--- config.mk ---
export PLATFORM = sky130hd
export DESIGN_NAME = rc4_stream_cipher_flat
export DESIGN_NICKNAME = d
export VERILOG_FILES = /design/src/sv/rc4_pkg.sv /design/src/sv/rc4_req_if.sv /design/src/sv/rc4_rsp_if.sv /design/src/sv/rc4_stream_cipher.sv /design/src/flat_wrapper.sv
export SDC_FILE = /design/constraint.sdc
export NUM_CORES = 2
export LEC_CHECK = 0
export ABC_AREA = 1
export BUFFER_PORTS_ARGS = -buffer_cell sky130_fd_sc_hd__buf_2
export CORE_ASPECT_RATIO = 0.5
export CORE_MARGIN = 1
export CORE_UTILIZATION = 45
export CTS_BUF_LIST = sky130_fd_sc_hd__clkbuf_4 sky130_fd_sc_hd__clkbuf_8
export CTS_CLUSTER_SIZE = 16
export DETAILED_ROUTE_END_ITERATION = 8
export SLEW_MARGIN = 20
export SYNTH_ARGS = -nofsm -noshare
export SYNTH_HDL_FRONTEND = slang
export SYNTH_SLANG_ARGS = --single-unit
--- constraint.sdc ---
create_clock -name clock -period 19.01 [get_ports clock]
set_input_delay 3.802 -clock clock [delete_from_list [all_inputs] [get_ports clock]]
set_output_delay 3.802 -clock clock [all_outputs]
set_load 0.02 [all_outputs]
--- src/sv/rc4_pkg.sv ---
`timescale 1ns / 1ps
// ----------------------------------------------------------------------------
// rc4 cipher package
// shared types and fixed constants for the rc4 stream cipher
// ----------------------------------------------------------------------------
package rc4_pkg;

   localparam int BYTE_W     = 8;
   localparam int PERM_SIZE  = 256;
   localparam int PERM_IDX_W = 8;

   typedef logic [BYTE_W-1:0] byte_type;
   typedef logic              op_type;

   // request operation codes
   localparam op_type OP_KEY  = 1'b0;
   localparam op_type OP_DATA = 1'b1;

endpackage

--- src/sv/rc4_req_if.sv ---
`timescale 1ns / 1ps
// ----------------------------------------------------------------------------
// rc4 request channel
// valid/ready channel carrying key bytes and data bytes into the cipher
// ----------------------------------------------------------------------------
interface rc4_req_if;
   import rc4_pkg::*;

   logic     valid;
   logic     ready;
   op_type   operation;
   byte_type data_in;
   logic     key_last;

   modport source (output valid, output operation, output data_in, output key_last,
                   input ready);
   modport sink   (input valid, input operation, input data_in, input key_last,
                   output ready);
endinterface

--- src/sv/rc4_rsp_if.sv ---
`timescale 1ns / 1ps
// ----------------------------------------------------------------------------
// rc4 response channel
// valid/ready channel carrying enciphered bytes out of the cipher
// ----------------------------------------------------------------------------
interface rc4_rsp_if;
   import rc4_pkg::*;

   logic     valid;
   logic     ready;
   byte_type data_out;

   modport source (output valid, output data_out, input ready);
   modport sink   (input valid, input data_out, output ready);
endinterface

--- src/sv/rc4_stream_cipher.sv ---
`timescale 1ns / 1ps
// ----------------------------------------------------------------------------
// rc4 stream cipher
// key store, key schedule and keystream generator around one permutation ram
// ----------------------------------------------------------------------------
//
// channel   direction  payload                          handshake
// req_ch    in         operation, data_in, key_last     valid & ready
// rsp_ch    out        data_out                         valid & ready
//
// a key byte request is stored while the sequencer stays idle; the request
// flagged key_last also runs the 256-round schedule: read S[n] and key byte,
// new j and read S[j], write S[n], write S[j]; for a data byte the permutation
// ram serves the S[i] read, S[j] read, two swap writes and keystream read in turn
// reset is synchronous; the permutation reads as identity through per-entry
// valid bits, so no clearing pass is needed after reset or before a schedule
// a stalled response sits in the output register; the next request is still
// taken, and its result waits in the last step until the register frees up
//
module rc4_stream_cipher #(
   parameter int KEY_BYTES_MAX = 32
) (
   input  logic      clock,
   input  logic      reset,
   rc4_req_if.sink   req_ch,
   rc4_rsp_if.source rsp_ch
);
   import rc4_pkg::*;

   localparam int CNT_W  = $clog2(KEY_BYTES_MAX + 1);
   localparam int KIDX_W = (KEY_BYTES_MAX > 1) ? $clog2(KEY_BYTES_MAX) : 1;

   // sequencer codes
   localparam logic [3:0] ST_IDLE  = 4'd0;
   localparam logic [3:0] ST_D_RDJ = 4'd1;  // data: take S[i], read S[j]
   localparam logic [3:0] ST_D_WRI = 4'd2;  // data: take S[j], write S[i]
   localparam logic [3:0] ST_D_WRJ = 4'd3;  // data: write S[j]
   localparam logic [3:0] ST_D_RDK = 4'd4;  // data: read keystream entry
   localparam logic [3:0] ST_D_OUT = 4'd5;  // data: load response register
   localparam logic [3:0] ST_K_RDI = 4'd6;  // schedule: read S[n] and key byte
   localparam logic [3:0] ST_K_RDJ = 4'd7;  // schedule: new j, read S[j]
   localparam logic [3:0] ST_K_WRI = 4'd8;  // schedule: write S[n]
   localparam logic [3:0] ST_K_WRJ = 4'd9;  // schedule: write S[j], next round

   // control state
   logic [3:0]        state_ff, state_in;
   logic [PERM_IDX_W-1:0] i_ff, i_in;      // also the round counter of the schedule
   logic [PERM_IDX_W-1:0] j_ff, j_in;
   logic [CNT_W-1:0]  key_count_ff, key_count_in;
   logic [KIDX_W-1:0] kpos_ff, kpos_in;
   logic              rsp_valid_ff, rsp_valid_in;

   // payload holding registers
   byte_type si_ff, si_in;
   byte_type sj_ff, sj_in;
   byte_type byte_ff, byte_in;
   byte_type data_out_ff, data_out_in;
   byte_type key_rd_ff;

   // permutation ram with per-entry valid bits (invalid entry reads its own index)
   byte_type              perm_mem_ff [PERM_SIZE];
   logic [PERM_SIZE-1:0]  perm_vld_ff;
   byte_type              perm_rd_ff;
   logic [PERM_IDX_W-1:0] perm_rd_addr_ff;
   logic                  perm_rd_vld_ff;
   logic                  perm_re, perm_we;
   logic [PERM_IDX_W-1:0] perm_raddr, perm_waddr;
   byte_type              perm_wdata;
   byte_type              perm_rd;

   // key store
   byte_type key_mem_ff [KEY_BYTES_MAX];
   logic     key_we, key_re;

   // shared byte adder
   byte_type add_a, add_b, add_c, add_sum;

   logic             req_acc;
   logic             sched_start;
   logic             key_room;
   logic [CNT_W-1:0] kpos_inc;

   assign req_ch.ready    = (state_ff == ST_IDLE);
   assign req_acc         = req_ch.valid && req_ch.ready;
   assign rsp_ch.valid    = rsp_valid_ff;
   assign rsp_ch.data_out = data_out_ff;

   assign add_sum  = BYTE_W'(add_a + add_b + add_c);
   assign perm_rd  = perm_rd_vld_ff ? perm_rd_ff : perm_rd_addr_ff;
   assign key_room = (key_count_ff < CNT_W'(KEY_BYTES_MAX));
   assign kpos_inc = CNT_W'(CNT_W'(kpos_ff) + CNT_W'(1));

   // sequencer and operand selection
   always_comb begin
      state_in     = state_ff;
      i_in         = i_ff;
      j_in         = j_ff;
      key_count_in = key_count_ff;
      kpos_in      = kpos_ff;
      rsp_valid_in = rsp_valid_ff && !rsp_ch.ready;
      si_in        = si_ff;
      sj_in        = sj_ff;
      byte_in      = byte_ff;
      data_out_in  = data_out_ff;
      add_a        = i_ff;
      add_b        = '0;
      add_c        = '0;
      perm_re      = 1'b0;
      perm_raddr   = add_sum;
      perm_we      = 1'b0;
      perm_waddr   = i_ff;
      perm_wdata   = perm_rd;
      key_we       = 1'b0;
      key_re       = 1'b0;
      sched_start  = 1'b0;

      case (state_ff)
         ST_IDLE: begin
            // i + 1 for a data byte
            add_c = BYTE_W'(1);
            if (req_acc) begin
               if (req_ch.operation == OP_DATA) begin
                  i_in     = add_sum;
                  perm_re  = 1'b1;
                  byte_in  = req_ch.data_in;
                  state_in = ST_D_RDJ;
               end else begin
                  // a full store drops the byte
                  key_we = key_room;
                  if (key_room) begin
                     key_count_in = CNT_W'(key_count_ff + CNT_W'(1));
                  end
                  if (req_ch.key_last) begin
                     sched_start = 1'b1;
                     i_in        = '0;
                     j_in        = '0;
                     kpos_in     = '0;
                     state_in    = ST_K_RDI;
                  end
               end
            end
         end
         ST_D_RDJ: begin
            add_a    = j_ff;
            add_b    = perm_rd;
            si_in    = perm_rd;
            j_in     = add_sum;
            perm_re  = 1'b1;
            state_in = ST_D_WRI;
         end
         ST_D_WRI: begin
            sj_in      = perm_rd;
            perm_we    = 1'b1;
            perm_waddr = i_ff;
            perm_wdata = perm_rd;
            state_in   = ST_D_WRJ;
         end
         ST_D_WRJ: begin
            perm_we    = 1'b1;
            perm_waddr = j_ff;
            perm_wdata = si_ff;
            state_in   = ST_D_RDK;
         end
         ST_D_RDK: begin
            // keystream index S[i] + S[j], read after both swap writes landed
            add_a    = si_ff;
            add_b    = sj_ff;
            perm_re  = 1'b1;
            state_in = ST_D_OUT;
         end
         ST_D_OUT: begin
            if (!rsp_valid_ff || rsp_ch.ready) begin
               rsp_valid_in = 1'b1;
               data_out_in  = byte_ff ^ perm_rd;
               state_in     = ST_IDLE;
            end
         end
         ST_K_RDI: begin
            add_a    = i_ff;
            perm_re  = 1'b1;
            key_re   = 1'b1;
            state_in = ST_K_RDJ;
         end
         ST_K_RDJ: begin
            add_a    = j_ff;
            add_b    = perm_rd;
            add_c    = key_rd_ff;
            si_in    = perm_rd;
            j_in     = add_sum;
            perm_re  = 1'b1;
            state_in = ST_K_WRI;
         end
         ST_K_WRI: begin
            perm_we    = 1'b1;
            perm_waddr = i_ff;
            perm_wdata = perm_rd;
            state_in   = ST_K_WRJ;
         end
         ST_K_WRJ: begin
            perm_we    = 1'b1;
            perm_waddr = j_ff;
            perm_wdata = si_ff;
            add_a      = i_ff;
            add_c      = BYTE_W'(1);
            i_in       = add_sum;
            // key index wraps at the stored key length
            if (kpos_inc >= key_count_ff) begin
               kpos_in = '0;
            end else begin
               kpos_in = KIDX_W'(kpos_inc);
            end
            if (i_ff == PERM_IDX_W'(PERM_SIZE - 1)) begin
               // last round: i wraps to zero, j and the key store are cleared
               j_in         = '0;
               key_count_in = '0;
               state_in     = ST_IDLE;
            end else begin
               state_in = ST_K_RDI;
            end
         end
         default: begin
            state_in = ST_IDLE;
         end
      endcase
   end

   // control registers
   always_ff @(posedge clock) begin
      if (reset) begin
         state_ff     <= ST_IDLE;
         i_ff         <= '0;
         j_ff         <= '0;
         key_count_ff <= '0;
         kpos_ff      <= '0;
         rsp_valid_ff <= 1'b0;
      end else begin
         state_ff     <= state_in;
         i_ff         <= i_in;
         j_ff         <= j_in;
         key_count_ff <= key_count_in;
         kpos_ff      <= kpos_in;
         rsp_valid_ff <= rsp_valid_in;
      end
   end

   // payload registers
   always_ff @(posedge clock) begin
      si_ff       <= si_in;
      sj_ff       <= sj_in;
      byte_ff     <= byte_in;
      data_out_ff <= data_out_in;
   end

   // permutation valid bits: cleared at once, so the ram reads as identity
   always_ff @(posedge clock) begin
      if (reset) begin
         perm_vld_ff    <= '0;
         perm_rd_vld_ff <= 1'b0;
      end else begin
         if (sched_start) begin
            perm_vld_ff <= '0;
         end else if (perm_we) begin
            perm_vld_ff[perm_waddr] <= 1'b1;
         end
         if (perm_re) begin
            perm_rd_vld_ff <= perm_vld_ff[perm_raddr];
         end
      end
   end

   // permutation ram, one write and one registered read per cycle
   always_ff @(posedge clock) begin
      if (perm_we) begin
         perm_mem_ff[perm_waddr] <= perm_wdata;
      end
      if (perm_re) begin
         perm_rd_ff      <= perm_mem_ff[perm_raddr];
         perm_rd_addr_ff <= perm_raddr;
      end
   end

   // key store ram
   always_ff @(posedge clock) begin
      if (key_we) begin
         key_mem_ff[key_count_ff[KIDX_W-1:0]] <= req_ch.data_in;
      end
      if (key_re) begin
         key_rd_ff <= key_mem_ff[kpos_ff];
      end
   end

   // key store never holds more than its depth
   assert property (@(posedge clock) disable iff (reset)
      key_count_ff <= CNT_W'(KEY_BYTES_MAX))
      else $error("key count beyond key store depth");

   // the schedule only reads stored key bytes
   assert property (@(posedge clock) disable iff (reset)
      (state_ff == ST_K_RDI) |-> (CNT_W'(kpos_ff) < key_count_ff))
      else $error("key index past stored key length");

   // end of schedule leaves both indices and the key store cleared
   assert property (@(posedge clock) disable iff (reset)
      (state_ff == ST_K_WRJ && i_ff == PERM_IDX_W'(PERM_SIZE - 1))
      |=> (i_ff == '0 && j_ff == '0 && key_count_ff == '0 && state_ff == ST_IDLE))
      else $error("schedule did not finish cleanly");

   // a response only appears out of the final data step
   assert property (@(posedge clock) disable iff (reset)
      $rose(rsp_valid_ff) |-> ($past(state_ff) == ST_D_OUT))
      else $error("response raised outside the output step");

endmodule
--- src/flat_wrapper.sv ---
// flat-port wrapper written by rule: the top's interface ports become plain ports
module rc4_stream_cipher_flat import rc4_pkg::*;
#(
   parameter int KEY_BYTES_MAX = 32
)
  (clock, reset, req_ch_valid, req_ch_operation, req_ch_data_in, req_ch_key_last, req_ch_ready, rsp_ch_valid, rsp_ch_data_out, rsp_ch_ready);
  rc4_req_if req_ch_i ();
  rc4_rsp_if rsp_ch_i ();
  input  logic clock;
  input  logic reset;
  input wire logic [$bits(req_ch_i.valid)-1:0] req_ch_valid;
  input wire logic [$bits(req_ch_i.operation)-1:0] req_ch_operation;
  input wire logic [$bits(req_ch_i.data_in)-1:0] req_ch_data_in;
  input wire logic [$bits(req_ch_i.key_last)-1:0] req_ch_key_last;
  output wire logic [$bits(req_ch_i.ready)-1:0] req_ch_ready;
  output wire logic [$bits(rsp_ch_i.valid)-1:0] rsp_ch_valid;
  output wire logic [$bits(rsp_ch_i.data_out)-1:0] rsp_ch_data_out;
  input wire logic [$bits(rsp_ch_i.ready)-1:0] rsp_ch_ready;
  assign req_ch_i.valid = req_ch_valid;
  assign req_ch_i.operation = req_ch_operation;
  assign req_ch_i.data_in = req_ch_data_in;
  assign req_ch_i.key_last = req_ch_key_last;
  assign req_ch_ready = req_ch_i.ready;
  assign rsp_ch_valid = rsp_ch_i.valid;
  assign rsp_ch_data_out = rsp_ch_i.data_out;
  assign rsp_ch_i.ready = rsp_ch_ready;
  rc4_stream_cipher #(.KEY_BYTES_MAX(KEY_BYTES_MAX)) u_core (.clock(clock), .reset(reset), .req_ch(req_ch_i), .rsp_ch(rsp_ch_i));
endmodule
After elaboration in Yosys (flattened, before gate mapping)
Memories as Yosys holds them, arrays and structs flattened. A register that Yosys moved wholly into a read port is not among the register bits.
Cells that the tools add are included.
{ "totals": {"register_bits": 329, "ram_bits": 2304, "in_bits": 14, "elab_cells": 117, "mem_count": 2} }
{ "memory_table": {"columns": ["name", "words", "word_bits", "rd", "rd_ports_with_merged_regs", "write_ports", "line", "rtl"], "rows": [
  ["u_core.perm_mem_ff", 256, 8, 1, 1, 1, "rc4_stream_cipher.sv:61", "byte_type perm_mem_ff [PERM_SIZE];"],
  ["u_core.key_mem_ff", 32, 8, 1, 1, 1, "rc4_stream_cipher.sv:72", "byte_type key_mem_ff [KEY_BYTES_MAX];"]
]} }
{ "classes": {"n_addsub": 4, "order_cmp": 5, "eq_ne": 17, "n_mux": 52, "bitwise": 2, "n_reduce_logical": 22} }
{ "ops": {"columns": ["operator", "n"], "rows": [
  ["$or A256 B256 Y256", 1],
  ["$mux W8", 9],
  ["$pmux W8 S2", 4],
  ["$pmux W4 S10", 1],
  ["$mux W6", 4],
  ["$pmux W8 S3", 1],
  ["$mux W5", 4],
  ["$mux W1", 19],
  ["$lt A8 B9 Y1 const B", 2],
  ["$add A8 B8 Y8", 2],
  ["$eq A4 B3 Y1 const B", 4],
  ["$mux W4", 4],
  ["$pmux W6 S2", 1],
  ["$pmux W5 S2", 1],
  ["$reduce_and A5 Y1", 2],
  ["$reduce_and A3 Y1", 3],
  ["$bmux W1 S8", 1],
  ["$demux W1 S8", 1],
  ["$eq A4 B2 Y1 const B", 2],
  ["$eq A4 B4 Y1 const B", 2],
  ["$eq A8 B8 Y1 const B", 1],
  ["$ge A8 B1 Y1 const B", 1],
  ["$ne A2 B2 Y1 const B", 4],
  ["$reduce_or A2 Y1", 4],
  ["19 further kinds", 24]
]} }

Logic depth before layout (Yosys ltp)
{ "depth": {"ltp_word": 8, "depth_mapped": 25, "mapped_depth_nobuf": 23} }

Worst setup path after synthesis
No wires, ideal clock.
{ "synth_path": {"path_kind": "reg2reg", "startpoint": "register u_core.state_ff[1]", "endpoint": "memory u_core.perm_mem_ff[0][0] (netlist name), data pin", "setup_time_ps": 2189, "t_arrival_ps": 11011, "path_slack_ps": 5811, "stages_incl_launch_ff": 9, "n_path_buf": 1, "period_less_slack_ps": 13199, "cell_sequence": "dfxtp_1 -> inv_2 -> nand3_2 -> nor2_4 -> inv_4 -> nand2_4 -> inv_2 -> clkbuf_1 -> o21ai_0"} }
{ "synth_between": {"elab_chain_cells": 3} }
{ "synth_rtl": {"columns": ["element", "line", "rtl"], "rows": [
  ["start: declaration", "rc4_stream_cipher.sv:46", "logic [3:0] state_ff, state_in;"],
  ["start signal: assignment", "rc4_stream_cipher.sv:237", "state_ff <= state_in;"],
  ["$eq A4 B2 Y1 or $eq A4 B4 Y1 (tied branches)", "rc4_stream_cipher.sv:117", "case (state_ff)"],
  ["$reduce_or A2 Y1 (no line) *", null, null],
  ["$mux W8 *", "rc4_stream_cipher.sv:117", null],
  ["via u_core.perm_wdata[0]", "rc4_stream_cipher.sv:68", "byte_type perm_wdata;"],
  ["end: declaration", "rc4_stream_cipher.sv:61", null]
]} }
Mark *: on every way through the listed nets, which the timed path passes. The rest lies on a longest branch.

Final worst setup path
{ "layout_path": {"startpoint": "register u_core.state_ff[1]", "endpoint": "register u_core.perm_rd_ff[7] (read register of u_core.perm_mem_ff), data pin"} }
{ "layout_between": {"elab_chain_cells": 5} }
{ "layout_rtl": {"columns": ["element", "line", "rtl"], "rows": [
  ["$eq A4 B1 Y1 or $eq A4 B3 Y1 (tied branches)", "rc4_stream_cipher.sv:117", null],
  ["$reduce_or A2 Y1 (no line)", null, null],
  ["$pmux W8 S2", "rc4_stream_cipher.sv:117", null],
  ["$add A8 B8 Y8 (2 in series)", "rc4_stream_cipher.sv:88", "assign add_sum = BYTE_W'(add_a + add_b + add_c);"],
  ["end: declaration", "rc4_stream_cipher.sv:63", "byte_type perm_rd_ff;"]
]} }
Several ways; a longest one is shown, not always the timed one.
A chain may end at the register's enable or synchronous reset.

==> results.rst <==
.. list-table::
   :header-rows: 1

   * - Metric
     - Value
   * - Yosys cell types
     - 46
   * - Layout filler cell count
     - 20800
   * - Area growth from synthesis to final layout
     - 9.86%
   * - Area of the mapped netlist
     - 107000 um2
   * - Count of yosys warnings during synthesis
     - 0
   * - Cell with the largest stage delay on the worst path
     - fa_4
   * - Area of the multi-input gates
     - 26700 um2
   * - Crit. End Element
     - flop
   * - Share of the synthesized area in the top cell type
     - 66.1%
   * - Number of rows in the core area
     - 126
   * - Data required time at the worst endpoint
     - 19.83 ns
   * - Count of placed standard cells including taps
     - 12100
   * - Area used by sequential logic in the layout
     - 76700 um2
   * - Fin cells
     - 12800
   * - Type of the worst min-delay path
     - flop to flop
   * - Buffers inserted by post-CTS timing repair
     - 0
   * - HPWL after detailed placement
     - 169 mm
   * - Vias in the first global route
     - 68100
   * - Post-synthesis cell type with the largest combined area
     - edfxtp_1
   * - Die Outline Area
     - 240000 um2
   * - Count of flip-flops with a built-in enable after synthesis
     - 2360
   * - Cell at the root of the clock tree
     - clkbuf_8
   * - Dominant synthesized flop cell
     - edfxtp_1
   * - Net Count, Synth
     - 9440
   * - Total number of vias
     - 73100
   * - Delay of the slowest cell on the worst path
     - 1.01 ns
   * - Average wire per cell in the routed design
     - 24.2 um
   * - Post-route fraction of the period consumed by the critical path
     - 40.7%
   * - Clock-pin slew reported for the worst setup and hold paths after clock tree synthesis
     - 0.07 ns
   * - Clock buffers created by TritonCTS
     - 381
   * - DRC violations left
     - 0
   * - WP buf/inv
     - 5
   * - Gate count after technology mapping
     - 9401
   * - Register area share after synthesis
     - 71.5%
   * - Classification of the worst setup path
     - flop to flop
   * - Number of nets in the finished design
     - 9340
   * - Detailed-router iteration count before antenna repair
     - 8
   * - Total Negative Setup Slacks
     - 0 ns
   * - Total of buffers placed on input and output ports
     - 23
   * - Max Fanout on Critical Path
     - 143
   * - Max-Cap Viols
     - 0
   * - Remaining antenna violation count after routing
     - 0
   * - Final worst path period need
     - 7.74 ns
   * - Number of resized instances in the post-cts repair step
     - 0
   * - List of most frequent post-synthesis cells
     - 2360 x edfxtp_1, 1738 x nor2_1, 1472 x nand2_1, 1157 x o21ai_0, 646 x nand3_1
   * - Biggest area contributors in the synthesized netlist
     - edfxtp_1 66%, nor2_1 6.1%, o21ai_0 5.4%
   * - Placeable core area
     - 236000 um2
   * - Die width
     - 692 um
   * - Max-slew violation count
     - 0
   * - CP Data Arrival Time
     - 8.56 ns
   * - I/O pins
     - 24
   * - Average vias per placed instance
     - 5.73
   * - Starting utilization of the core area
     - 45.3%
   * - Outcome
     - completed
   * - First-pass GRT wire length
     - 451 mm
   * - Hold buffer count at CTS
     - 0
   * - Total wirelength of the detailed-routed design
     - 308 mm
   * - Endpoints failing hold
     - 0
   * - Crit path top cell by count
     - nand2_1
   * - Worst Max-Slew Pin Slew
     - 1.14 ns
   * - F_max
     - 0.129 GHz
   * - Clock insertion delay at the later pin of the skew report
     - 0.98 ns
   * - Congestion Overflow GR
     - 0
   * - Share of synthesized registers carrying an async set or reset
     - 0%
   * - Kind of cell adding the most delay to the critical path
     - buffers and inverters
   * - Hold slack
     - 0.464 ns
   * - CTS H-Tree Depth
     - 5
   * - Avg Cell Area, Syn
     - 11.4 um2
   * - Dominant cell by count in the synthesized netlist
     - edfxtp_1
   * - CTS tree
     - done
   * - Fraction of layout instances using a drive strength above 1
     - 11.1%
   * - Max-Slew Margin vs Limit
     - 24.2%
   * - Clock skew after layout
     - 0.0502 ns
   * - Setup violations, final
     - 0
   * - Register bit total from synthesis
     - 2649
   * - Clock Sink Count
     - 2649
   * - CP Cell Sequence
     - nand2_1, inv_1, nand2_2, nand2_2, nor2_1, a221oi_1, fa_4, inv_8, buf_4, buf_4, buf_4, nor2_1, o22ai_1, nand2_1, nand3_1, nand3_1, nand2_1, nand2_1, nand3_1, nand3_1, nand2_1
   * - End-of-flow core utilization
     - 49.8%
   * - Routability-driven placement congestion ratio
     - 0.868
   * - Pin count of the biggest net entering global routing
     - 195
   * - Antenna violations before repair
     - 11
   * - Vertical extent of the die
     - 347 um
   * - CP Launch Type
     - flop
   * - Number of buffers between clock root and the deepest sink
     - 4
   * - Unrepaired setup endpoints after global routing
     - false
   * - Iteration-0 DRC count of the detailed router
     - 9131
   * - Tot GR Track Use
     - 24.9%
## layer usage
| metal | vias up | track usage [%] | wire length (um) |
|---|---|---|---|
| met3 | 517 | 5.94 | 33000 |
| met1 | 36100 | 36.1 | 131000 |
| met4 | 6 | 7.23 | 8460 |
| met2 | 3490 | 37.3 | 135000 |
| met5 | - | 0 | 47 |
| li1 | 33000 | - | - |
## layout by cell type (no fill, tap or decap), drive strengths merged, types with 2 or more instances in the layout
cell | Yosys | layout
clkinv | 2 | 83
ha | 17 | 17
nand2 | 1478 | 1478
buf | 196 | 140
bufinv | 0 | 6
o22ai | 460 | 460
o31ai | 2 | 2
fa | 8 | 8
a22o | 5 | 5
o221ai | 104 | 104
clkbuf | 427 | 603
o21ai | 1166 | 1166
o211ai | 2 | 2
a221oi | 2 | 2
nor3 | 11 | 11
dfxtp | 289 | 289
xor2 | 13 | 13
nand3 | 647 | 647
a22oi | 7 | 7
nand4 | 4 | 4
nor2 | 1773 | 1773
inv | 358 | 357
edfxtp | 2360 | 2360
a21oi | 45 | 45
diode | 0 | 2
a31oi | 13 | 13
clkinvlp | 0 | 8
a32oi | 6 | 6
## flip-flops by register name, summed over array words and instances, names as in the netlist
signal	cells
u_core.rsp_ch.data_out	8
u_core.si_ff	8
u_core.perm_rd_ff	8
u_core.perm_rd_addr_ff	8
u_core.key_count_ff	6
u_core.i_ff	8
u_core.state_ff	4
u_core.byte_ff	8
u_core.key_mem_ff	256
u_core.sj_ff	8
u_core.perm_mem_ff	2048
u_core.perm_vld_ff	256
u_core.j_ff	8
u_core.kpos_ff	5
u_core.key_rd_ff	8
u_core.perm_rd_vld_ff	1
u_core.rsp_ch.valid	1
## metrics by stage
step,cell area [um2],worst slack (ns)
6_report,118000,11.27
5_1_grt,118000,10.73
4_1_cts,118000,11.40
3_5_place_dp,110000,11.43
3_3_place_gp,110000,11.46
2_1_floorplan,107000,5.81
## final cells by class
cell class                      count  area share, %
Timing Repair Buffer              140          0.967
Inverter                          360           1.18
Clock buffer                      603           6.18
Tap cell                         3136           3.33
Sequential cell                  2649           65.1
Clock inverter                     94          0.505
Antenna cell                        2        0.00425
Multi-Input combinational cell   5769           22.7
## worst reg2reg max path: stages (launching register included)
cell	delay, ns
dfxtp_1	0.42
nand2_1	0.08
inv_1	0.08
nand2_2	0.12
nand2_2	0.52
nor2_1	0.20
a221oi_1	0.43
fa_4	1.01
inv_8	0.73
buf_4	1.06
buf_4	0.82
buf_4	0.74
nor2_1	0.09
o22ai_1	0.29
nand2_1	0.10
nand3_1	0.09
nand3_1	0.07
nand2_1	0.12
nand2_1	0.15
nand3_1	0.21
nand3_1	0.15
nand2_1	0.11
## cells by family after synthesis
group | count (synthesis) | share of synthesized area (%)
AO/OA/AOI/OAI | 1816 | 9.51
XOR/XNOR | 14 | 0.114
adder cells (fa/ha/maj) | 25 | 0.348
buffers and inverters | 983 | 3.70
flip-flops | 2649 | 71.5
AND/OR/NAND/NOR | 3914 | 14.8
## final timing paths
path | from | depth (start not counted) | to | slack, ns
max | u_core.state_ff[1]$_SDFFE_PP0P_ | 21 | u_core.perm_rd_ff[7]$_DFFE_PP_ | 11.27
min | u_core.i_ff[6]$_SDFFE_PP0P_ | 2 | u_core.i_ff[6]$_SDFFE_PP0P_ | 0.46
max reg2reg | u_core.state_ff[1]$_SDFFE_PP0P_ | 21 | u_core.perm_rd_ff[7]$_DFFE_PP_ | 11.27
min reg2reg | u_core.i_ff[6]$_SDFFE_PP0P_ | 2 | u_core.i_ff[6]$_SDFFE_PP0P_ | 0.46
Power is left out: the tool's default activity adds up to more than one toggle a clock period on the data nets, which glitch-free logic cannot reach.
